$ cat config.mk
export PLATFORM = sky130hd
export DESIGN_NAME = tpl_ctrl
export DESIGN_NICKNAME = d
export VERILOG_FILES = /design/src/hdl/tpl_pkg.sv /design/src/hdl/tpl_ctrl.sv
export SDC_FILE = /design/constraint.sdc
export NUM_CORES = 1
export LEC_CHECK = 0
export CAP_MARGIN = 5
export CORE_ASPECT_RATIO = 0.75
export CORE_MARGIN = 2
export CORE_UTILIZATION = 24
export CTS_BUF_LIST = sky130_fd_sc_hd__clkbuf_8
export DETAILED_ROUTE_END_ITERATION = 10
export DONT_BUFFER_PORTS = 1
export PLACE_DENSITY = 0.46
export SYNTH_ARGS = -nofsm -noshare
export SYNTH_HDL_FRONTEND = slang
export SYNTH_SLANG_ARGS = --single-unit
$ cat constraint.sdc
create_clock -name clock -period 2.9 [get_ports clock]
set_input_delay 0 -clock clock [delete_from_list [all_inputs] [get_ports clock]]
set_output_delay 0 -clock clock [all_outputs]
set_load 0.05 [all_outputs]
$ cat src/hdl/tpl_pkg.sv
// Package: shared types, widths and datapath op codes for the tree path-length engine.
`default_nettype none

package tpl_pkg;

   // Default sizing of the tables
   localparam int MAX_NODES_DEF = 1024;
   localparam int LEVELS_DEF    = 11;

   // Field widths fixed by the word formats
   localparam int NODE_W = 10;
   localparam int TIME_W = 11;
   localparam int DIST_W = 32;
   localparam int LEN_W  = 33;

   // Command codes of an input word
   localparam logic CMD_LOAD  = 1'b0;
   localparam logic CMD_QUERY = 1'b1;

   // Input word
   typedef struct packed {
      logic              command;
      logic [NODE_W-1:0] node_a;
      logic [NODE_W-1:0] node_b;
      logic [TIME_W-1:0] entry_time;
      logic [TIME_W-1:0] exit_time;
      logic [DIST_W-1:0] root_distance;
   } req_type;

   // Result word
   typedef struct packed {
      logic [NODE_W-1:0] common_ancestor;
      logic [LEN_W-1:0]  path_length;
   } rsp_type;

   // One row of the per-node table
   typedef struct packed {
      logic [TIME_W-1:0] entry_time;
      logic [TIME_W-1:0] exit_time;
      logic [DIST_W-1:0] root_distance;
   } node_rec_type;

   // Datapath operations issued by the controller
   typedef enum logic [3:0] {
      OP_NONE,
      OP_CAPTURE,
      OP_NODE_WR,
      OP_FILL_RD,
      OP_FILL_WR,
      OP_RD_U,
      OP_RD_V,
      OP_PICK_U,
      OP_PICK_V,
      OP_CLIMB_START,
      OP_CLIMB_NODE,
      OP_CLIMB_TEST,
      OP_FIN_ANC,
      OP_FIN_NODE,
      OP_RSP_LOAD
   } dp_op_type;

   // Status flags from the datapath
   typedef struct packed {
      logic is_query;
      logic raw_ok;
      logic same_uv;
      logic cov_uv;
      logic cov_vu;
      logic lvl_zero;
      logic fill_last;
      logic one_level;
      logic rsp_free;
   } dp_status_type;

endpackage

`default_nettype wire

$ cat src/hdl/tpl_ctrl.sv
// Controller: sequences loads, ancestor row fills and lifting queries over the datapath.
`default_nettype none

module tpl_ctrl (
   input  wire logic                   clock,
   input  wire logic                   reset,
   input  wire logic                   req_valid,
   output logic                        req_ready,
   input  wire tpl_pkg::dp_status_type status,
   output tpl_pkg::dp_op_type          op
);
   import tpl_pkg::*;

   typedef enum logic [3:0] {
      ST_IDLE,
      ST_LD_WR,
      ST_FILL_RD,
      ST_FILL_WR,
      ST_Q_RD_U,
      ST_Q_RD_V,
      ST_Q_DEC,
      ST_C_NODE,
      ST_C_TEST,
      ST_F_ANC,
      ST_F_NODE,
      ST_CALC
   } state_type;

   state_type state_ff, state_in;

   // Next state and datapath operation
   always_comb begin
      state_in = state_ff;
      op       = OP_NONE;
      case (state_ff)
         ST_IDLE: begin
            if (req_valid) begin
               op       = OP_CAPTURE;
               state_in = status.is_query ? ST_Q_RD_U : ST_LD_WR;
            end
         end
         ST_LD_WR: begin
            // loads beyond the table are dropped
            if (status.raw_ok) begin
               op = OP_NODE_WR;
            end
            state_in = (!status.raw_ok || status.one_level) ? ST_IDLE : ST_FILL_RD;
         end
         ST_FILL_RD: begin
            op       = OP_FILL_RD;
            state_in = ST_FILL_WR;
         end
         ST_FILL_WR: begin
            op       = OP_FILL_WR;
            state_in = status.fill_last ? ST_IDLE : ST_FILL_RD;
         end
         ST_Q_RD_U: begin
            op       = OP_RD_U;
            state_in = ST_Q_RD_V;
         end
         ST_Q_RD_V: begin
            op       = OP_RD_V;
            state_in = ST_Q_DEC;
         end
         ST_Q_DEC: begin
            // one endpoint above the other ends the search at once
            if (status.same_uv || status.cov_uv) begin
               op       = OP_PICK_U;
               state_in = ST_CALC;
            end else if (status.cov_vu) begin
               op       = OP_PICK_V;
               state_in = ST_CALC;
            end else begin
               op       = OP_CLIMB_START;
               state_in = ST_C_NODE;
            end
         end
         ST_C_NODE: begin
            op       = OP_CLIMB_NODE;
            state_in = ST_C_TEST;
         end
         ST_C_TEST: begin
            op       = OP_CLIMB_TEST;
            state_in = status.lvl_zero ? ST_F_ANC : ST_C_NODE;
         end
         ST_F_ANC: begin
            op       = OP_FIN_ANC;
            state_in = ST_F_NODE;
         end
         ST_F_NODE: begin
            op       = OP_FIN_NODE;
            state_in = ST_CALC;
         end
         ST_CALC: begin
            if (status.rsp_free) begin
               op       = OP_RSP_LOAD;
               state_in = ST_IDLE;
            end
         end
         default: begin
            state_in = ST_IDLE;
         end
      endcase
   end

   // State register
   always_ff @(posedge clock) begin
      if (reset) begin
         state_ff <= ST_IDLE;
      end else begin
         state_ff <= state_in;
      end
   end

   assign req_ready = (state_ff == ST_IDLE);

endmodule

`default_nettype wire

==> flow_metrics.env, run 1 <==
export IMPL_status="complete, no violations"
export IMPL_grt_pass1_vias=471
export IMPL_endpoint_kind="flop"
export IMPL_cts_tree="built"
export IMPL_ir_drop_uv=253.4
export IMPL_start_util_pct=25.50
export IMPL_path_max_fanout=19
export IMPL_yosys_warnings=0
export IMPL_synth_compound_area_share_pct=42.26
export IMPL_synthSimpleGateAreaFrac_pct=29.98
export IMPL_dieArea_sq_um=2510
export IMPL_synthAdderAreaFrac_pct=0
export IMPL_first_pass_iters=4
export IMPL_async_flop_share_pct=0
export IMPL_setup_tns_ns=0
export IMPL_fin_nets=87
export IMPL_leakage_nw=0.2195
export IMPL_ctsHoldBuffers=4
export IMPL_synth_xor_area_share_pct=0
export IMPL_synth_nets=80
export IMPL_cts_root_buf="clkbuf_8"
export IMPL_syn_inst=68
export IMPL_routabilityCongestion=0.7996
export IMPL_hold_viol_final=0
export IMPL_skew_ns=0.002873
export IMPL_clock_sinks=4
export IMPL_die_w_um=57.19
export IMPL_synth_mux_area_share_pct=0
export IMPL_netlist_area_sq_um=509.2
export IMPL_dpl_hpwl_um=978.7
export IMPL_ant_nets=0
export IMPL_largest_register="state_ff"
export IMPL_crit_arrival_ns=2.11
export IMPL_numCtsBuffers=3
export IMPL_synth_largest_area_cell="dfxtp_1"
export IMPL_vias_per_cell=5.526
export IMPL_finalSetupViolations=0
export IMPL_die_h_um=43.89
export IMPL_worst_slew_pin_slew_ns=0.9679
export IMPL_postPlaceCellArea_sq_um=526.8
export IMPL_ioPinCount=17
export IMPL_max_stage_delay_ns=0.68
export IMPL_crit_chain="nand2b_1 > a221o_1 > a221oi_1 > dlygate4sd3_1"
export IMPL_min_period_ns=1.955
export IMPL_avgSynthCellArea_sq_um=7.489
export IMPL_crit_buf_inv=1
export IMPL_multi_input_area_sq_um=375.4
export IMPL_yosysSeqAreaShare_pct=15.72
export IMPL_port_buffers=0
export IMPL_rows=14
export IMPL_cap_violations=0
export IMPL_final_cells=97
export IMPL_globalRouteOverflowTotal=0
export IMPL_syn_to_final_growth_pct=19.41
export IMPL_grt_first_pass_wirelength_mm=2.263
export IMPL_max_clock_freq_mhz=511.4
export IMPL_grt_max_degree=22
export IMPL_seq_area_sq_um=80.08
export IMPL_power_density_nw_per_um2=543.7
export IMPL_cp_start_kind="flop"
export IMPL_drt_iter0_drc=10
export IMPL_fillers=232
export IMPL_core_area_sq_um=1997
export IMPL_cp_slowest_cell="dfxtp_1"
export IMPL_synthTopCellsByArea="dfxtp_1 16%, nor2b_1 8.6%, a31oi_1 4.9%"
export IMPL_drc_errors=0
export IMPL_finalMaxSlewViolations=0
export IMPL_fin_util_pct=30.45
export IMPL_crit_required_ns=3.06
export IMPL_final_cell_area_sq_um=608.1
export IMPL_clk_pin_slew_worst_paths_ns=0.03
export IMPL_cts_resized=0
export IMPL_htreeDepth=1
export IMPL_synth_ff_type="dfxtp_1"
export IMPL_wire_per_inst_um=14.29
export IMPL_mostFrequentLayoutCells="7 x nor2b_1, 5 x nor2_1"
export IMPL_wirelength_mm=1.386
export IMPL_synth_cell_type_count=29
export IMPL_rsz0062_at_grt="false"
export IMPL_worst_setup_path_type="reg -> reg"
export IMPL_crit_family="flip-flops"
export IMPL_power_uw=330.6
export IMPL_maxSlewHeadroom_pct=35.04
export IMPL_antenna_found_initial=0
export IMPL_synth_top_area_share_pct=15.72
export IMPL_layout_commonest_cell="nor2b_1"
export IMPL_postCtsSetupBuffers=0
export IMPL_num_antenna_cells=0
export IMPL_grt_usage_pct=11.65
export IMPL_place_inst=90
export IMPL_cts_buffer_depth=2
export IMPL_ys_seq_elements=4
export IMPL_synth_top_family_by_area="compound AO/OA/AOI/OAI gates"
export IMPL_vias=536
export IMPL_drive_above_1_share_pct=13.70
export IMPL_biggestRegsByFlops="state_ff: 4 flops"
export IMPL_clk_latency_ns=0.22
export IMPL_holdCritPathClass="in -> reg"
export IMPL_synth_edf_count=0
export IMPL_largest_reg_flops=4
export IMPL_fin_crit_sh_pct=67.43
## where the power goes
group | switching (mW) | total [mW] | internal (mW)
Sequential | 0.0255 | 0.0862 | 0.0607
Combinational | 0.0776 | 0.130 | 0.0521
Clock | 0.0265 | 0.115 | 0.0883
## Yosys cell counts (2+ instances only)
master and n:
nor2b_1 7, nor2_1 5, a31oi_1 4, dfxtp_1 4, o21ai_0 4, a21o_1 3, buf_4 3, inv_1 3
nand2b_1 3, o211ai_1 3, o21ai_1 3, a221o_1 2, a221oi_1 2, buf_6 2, nand2_1 2, nand3_1 2
nand3b_1 2, o21bai_1 2, o311ai_1 2
## cells by family (layout without fill, tap and decap cells)
kind of cell / after synthesis / count (layout)
compound gates: 30 / 30
simple gates: 25 / 25
buf+inv: 9 / 14
flops: 4 / 4
## area by class of cell
type | instances | share of cell area (%)
multi-input combinational | 55 | 61.73
sequential | 4 | 13.17
timing repair buffer | 8 | 11.52
clock buffer | 3 | 6.790
tap | 24 | 4.938
inverter | 3 | 1.852
## final timing paths
| check | startpoint | end | depth (start not counted) | slack (ns) |
|---|---|---|---|---|
| min | status[3] | state_ff[2] | 3 | 0.009 |
| min reg2reg | state_ff[1] | state_ff[1] | 3 | 0.87 |
| max | state_ff[3] | state_ff[0] | 4 | 0.94 |
| max reg2reg | state_ff[3] | state_ff[0] | 4 | 0.94 |
## stage by stage
step	setup slack, ns	hold WS [ns]
floorplan	0.9084	0.06941
global route	0.8319	0.03860
finish	0.9446	0.009408
detailed placement	1.305	0.07317
CTS	0.9612	0.002797
global placement	1.306	0.07638
## worst min-delay path, cell delays in order
cell and delay (ns):
inv_1 0.04, nand3_1 0.06, a31oi_1 0.07
## routing by layer
metal,up-vias,GRT usage (%),share of wire (%)
li1,269,-,-
met1,246,16.70,48
met2,21,17.01,43
met3,0,4.478,8.7
met4,0,1.395,0
met5,-,0,0
Power figures use the tool's default switching activity.
==> run 2: changes to the inputs <==
Settings changed: PLACE_DENSITY 0.46 to 0.47.
Clock period 2.9 ns to 1.6 ns, I/O delays scaled along.
==> run 2 against run 1 <==
Compared with the run above: clock power up 78%; die area stayed put; design area grew 9.5%; critical endpoint is now op[2]; largest cell class unchanged.
==> flow_metrics.env, run 2 (synthesis results as in run 1) <==
export IMPL_status="complete, no violations"
export IMPL_finalMaxSlewViolations=0
export IMPL_die_h_um=43.89
export IMPL_max_stage_delay_ns=0.41
export IMPL_skew_ns=0.0008993
export IMPL_core_area_sq_um=1997
export IMPL_dpl_hpwl_mm=1.014
export IMPL_routabilityCongestion=0.8021
export IMPL_holdCritPathClass="in -> reg"
export IMPL_wl_met1_um=723
export IMPL_syn_to_final_growth_pct=30.71
export IMPL_mostFrequentLayoutCells="9 x buf_4, 7 x nor2b_1, 5 x nor2_1, 4 x a31oi_1, 4 x o21ai_0"
export IMPL_first_pass_iters=3
export IMPL_fin_ws_ns=0.09269
export IMPL_drive_above_1_share_pct=25.64
export IMPL_worstHoldStart="status[4]"
export IMPL_grt_pass1_vias=528
export IMPL_wire_per_inst_um=13.39
export IMPL_grt_usage_pct=12.59
export IMPL_postPlaceCellArea_sq_um=586.8
export IMPL_vias=543
export IMPL_crit_required_ns=1.60
export IMPL_ioPinCount=17
export IMPL_crit_chain="nand2b_1 > or3_1 > o311ai_2 > buf_6"
export IMPL_min_period_ns=1.507
export IMPL_cp_slowest_cell="dfxtp_2"
export IMPL_setup_tns_ns=0
export IMPL_num_antenna_cells=0
export IMPL_worst_slew_pin_slew_ns=0.3484
export IMPL_globalRouteOverflowTotal=0
export IMPL_routed_wl_met2_um=560
export IMPL_biggestRegsByFlops="state_ff: 4 flops"
export IMPL_clk_latency_ns=0.21
export IMPL_cts_buffer_depth=2
export IMPL_ir_drop_uv=473.1
export IMPL_path_max_fanout=19
export IMPL_die_w_um=57.19
export IMPL_port_buffers=0
export IMPL_layout_commonest_cell="buf_4"
export IMPL_drc_errors=0
export IMPL_clock_sinks=4
export IMPL_multi_input_area_sq_um=390.4
export IMPL_cts_tree="built"
export IMPL_dr_max_layer_used="met3"
export IMPL_start_util_pct=25.50
export IMPL_rsz0062_at_grt="false"
export IMPL_cts_root_buf="clkbuf_8"
export IMPL_seq_area_sq_um=83.83
export IMPL_largest_reg_flops=4
export IMPL_wirelength_mm=1.366
export IMPL_fin_util_pct=33.33
export IMPL_antenna_found_initial=0
export IMPL_fillers=224
export IMPL_crit_start="state_ff[3]"
export IMPL_cp_start_kind="flop"
export IMPL_crit_arrival_ns=1.51
export IMPL_fin_nets=92
export IMPL_dieArea_sq_um=2510
export IMPL_vias_per_cell=5.324
export IMPL_pre_cts_ws_ns=0.1583
export IMPL_ant_nets=0
export IMPL_htreeDepth=1
export IMPL_endpoint_kind="output pin"
export IMPL_numCtsBuffers=3
export IMPL_leakage_nw=0.2528
export IMPL_grt_first_pass_wirelength_mm=2.442
export IMPL_rows=14
export IMPL_final_cell_area_sq_um=665.6
export IMPL_finalSetupViolations=0
export IMPL_maxSlewHeadroom_pct=76.77
export IMPL_rr_worst_depth=3
export IMPL_grt_max_degree=20
export IMPL_hold_viol_final=0
export IMPL_max_clock_freq_mhz=663.4
export IMPL_reg2reg_from="state_ff[3]"
export IMPL_hold_path_depth=2
export IMPL_drt_iter0_drc=10
export IMPL_clk_pin_slew_worst_paths_ns=0.03
export IMPL_largest_register="state_ff"
export IMPL_power_density_nw_per_um2=948.1
export IMPL_wl_met3_um=82
export IMPL_worst_setup_path_type="reg -> out"
export IMPL_cap_violations=0
export IMPL_fin_crit_sh_pct=94.21
[run 2: repair_timing]
| action | in CTS | in global routing |
|---|---|---|
| gates resized for setup | 2 | 2 |
| endpoints found under the setup margin | 3 | 1 |
| endpoints found under the hold margin | 4 | 0 |
| buffers inserted | 0 | 0 |
| hold buffers | 3 | 0 |
[run 2: final cells by class]
cell class | count | share of cell area, %
Clock buffer | 3 | 6.203
Sequential cell | 4 | 12.59
Inverter | 3 | 1.692
Timing Repair Buffer | 13 | 16.35
Multi-Input combinational cell | 55 | 58.65
Tap cell | 24 | 4.511
[run 2: per-layer routing]
metal / track usage (%) / vias to the layer above
met5: 0 / -
li1: - / 280
met2: 17.70 / 15
met1: 18.33 / 248
met3: 5.373 / 0
met4: 1.395 / 0
[run 2: power breakdown]
| group | leakage [nW] | switching (mW) | internal, mW |
|---|---|---|---|
| registers | 0.0340 | 0.0214 | 0.111 |
| logic | 0.197 | 0.175 | 0.118 |
| clock network | 0.0216 | 0.0450 | 0.160 |
| total | 0.253 | 0.242 | 0.389 |
[run 2: path summary, 6_finish.rpt]
path	end	slack (ns)
setup reg to reg	state_ff[0]	0.32
hold / removal	state_ff[2]	0.005
setup / recovery	op[2]	0.09
hold reg to reg	state_ff[2]	0.73
[run 2: per-stage QoR]
stage                     instances  total power, mW  hold WS [ns]
after detailed placement         96           0.4130       0.07305
final                           102           0.6311      0.004796
after global routing            102           0.6750       0.03169
after floorplan                  68           0.3509       0.06941
after CTS                       102           0.6327      0.002802
after global placement           96           0.4145       0.07513
[run 2: critical path, delay by kind of cell (launching register included)]
kind            cells  cell delay [ns]
simple gates        2             0.59
flops               1             0.41
buf+inv             1             0.20
compound gates      1             0.09
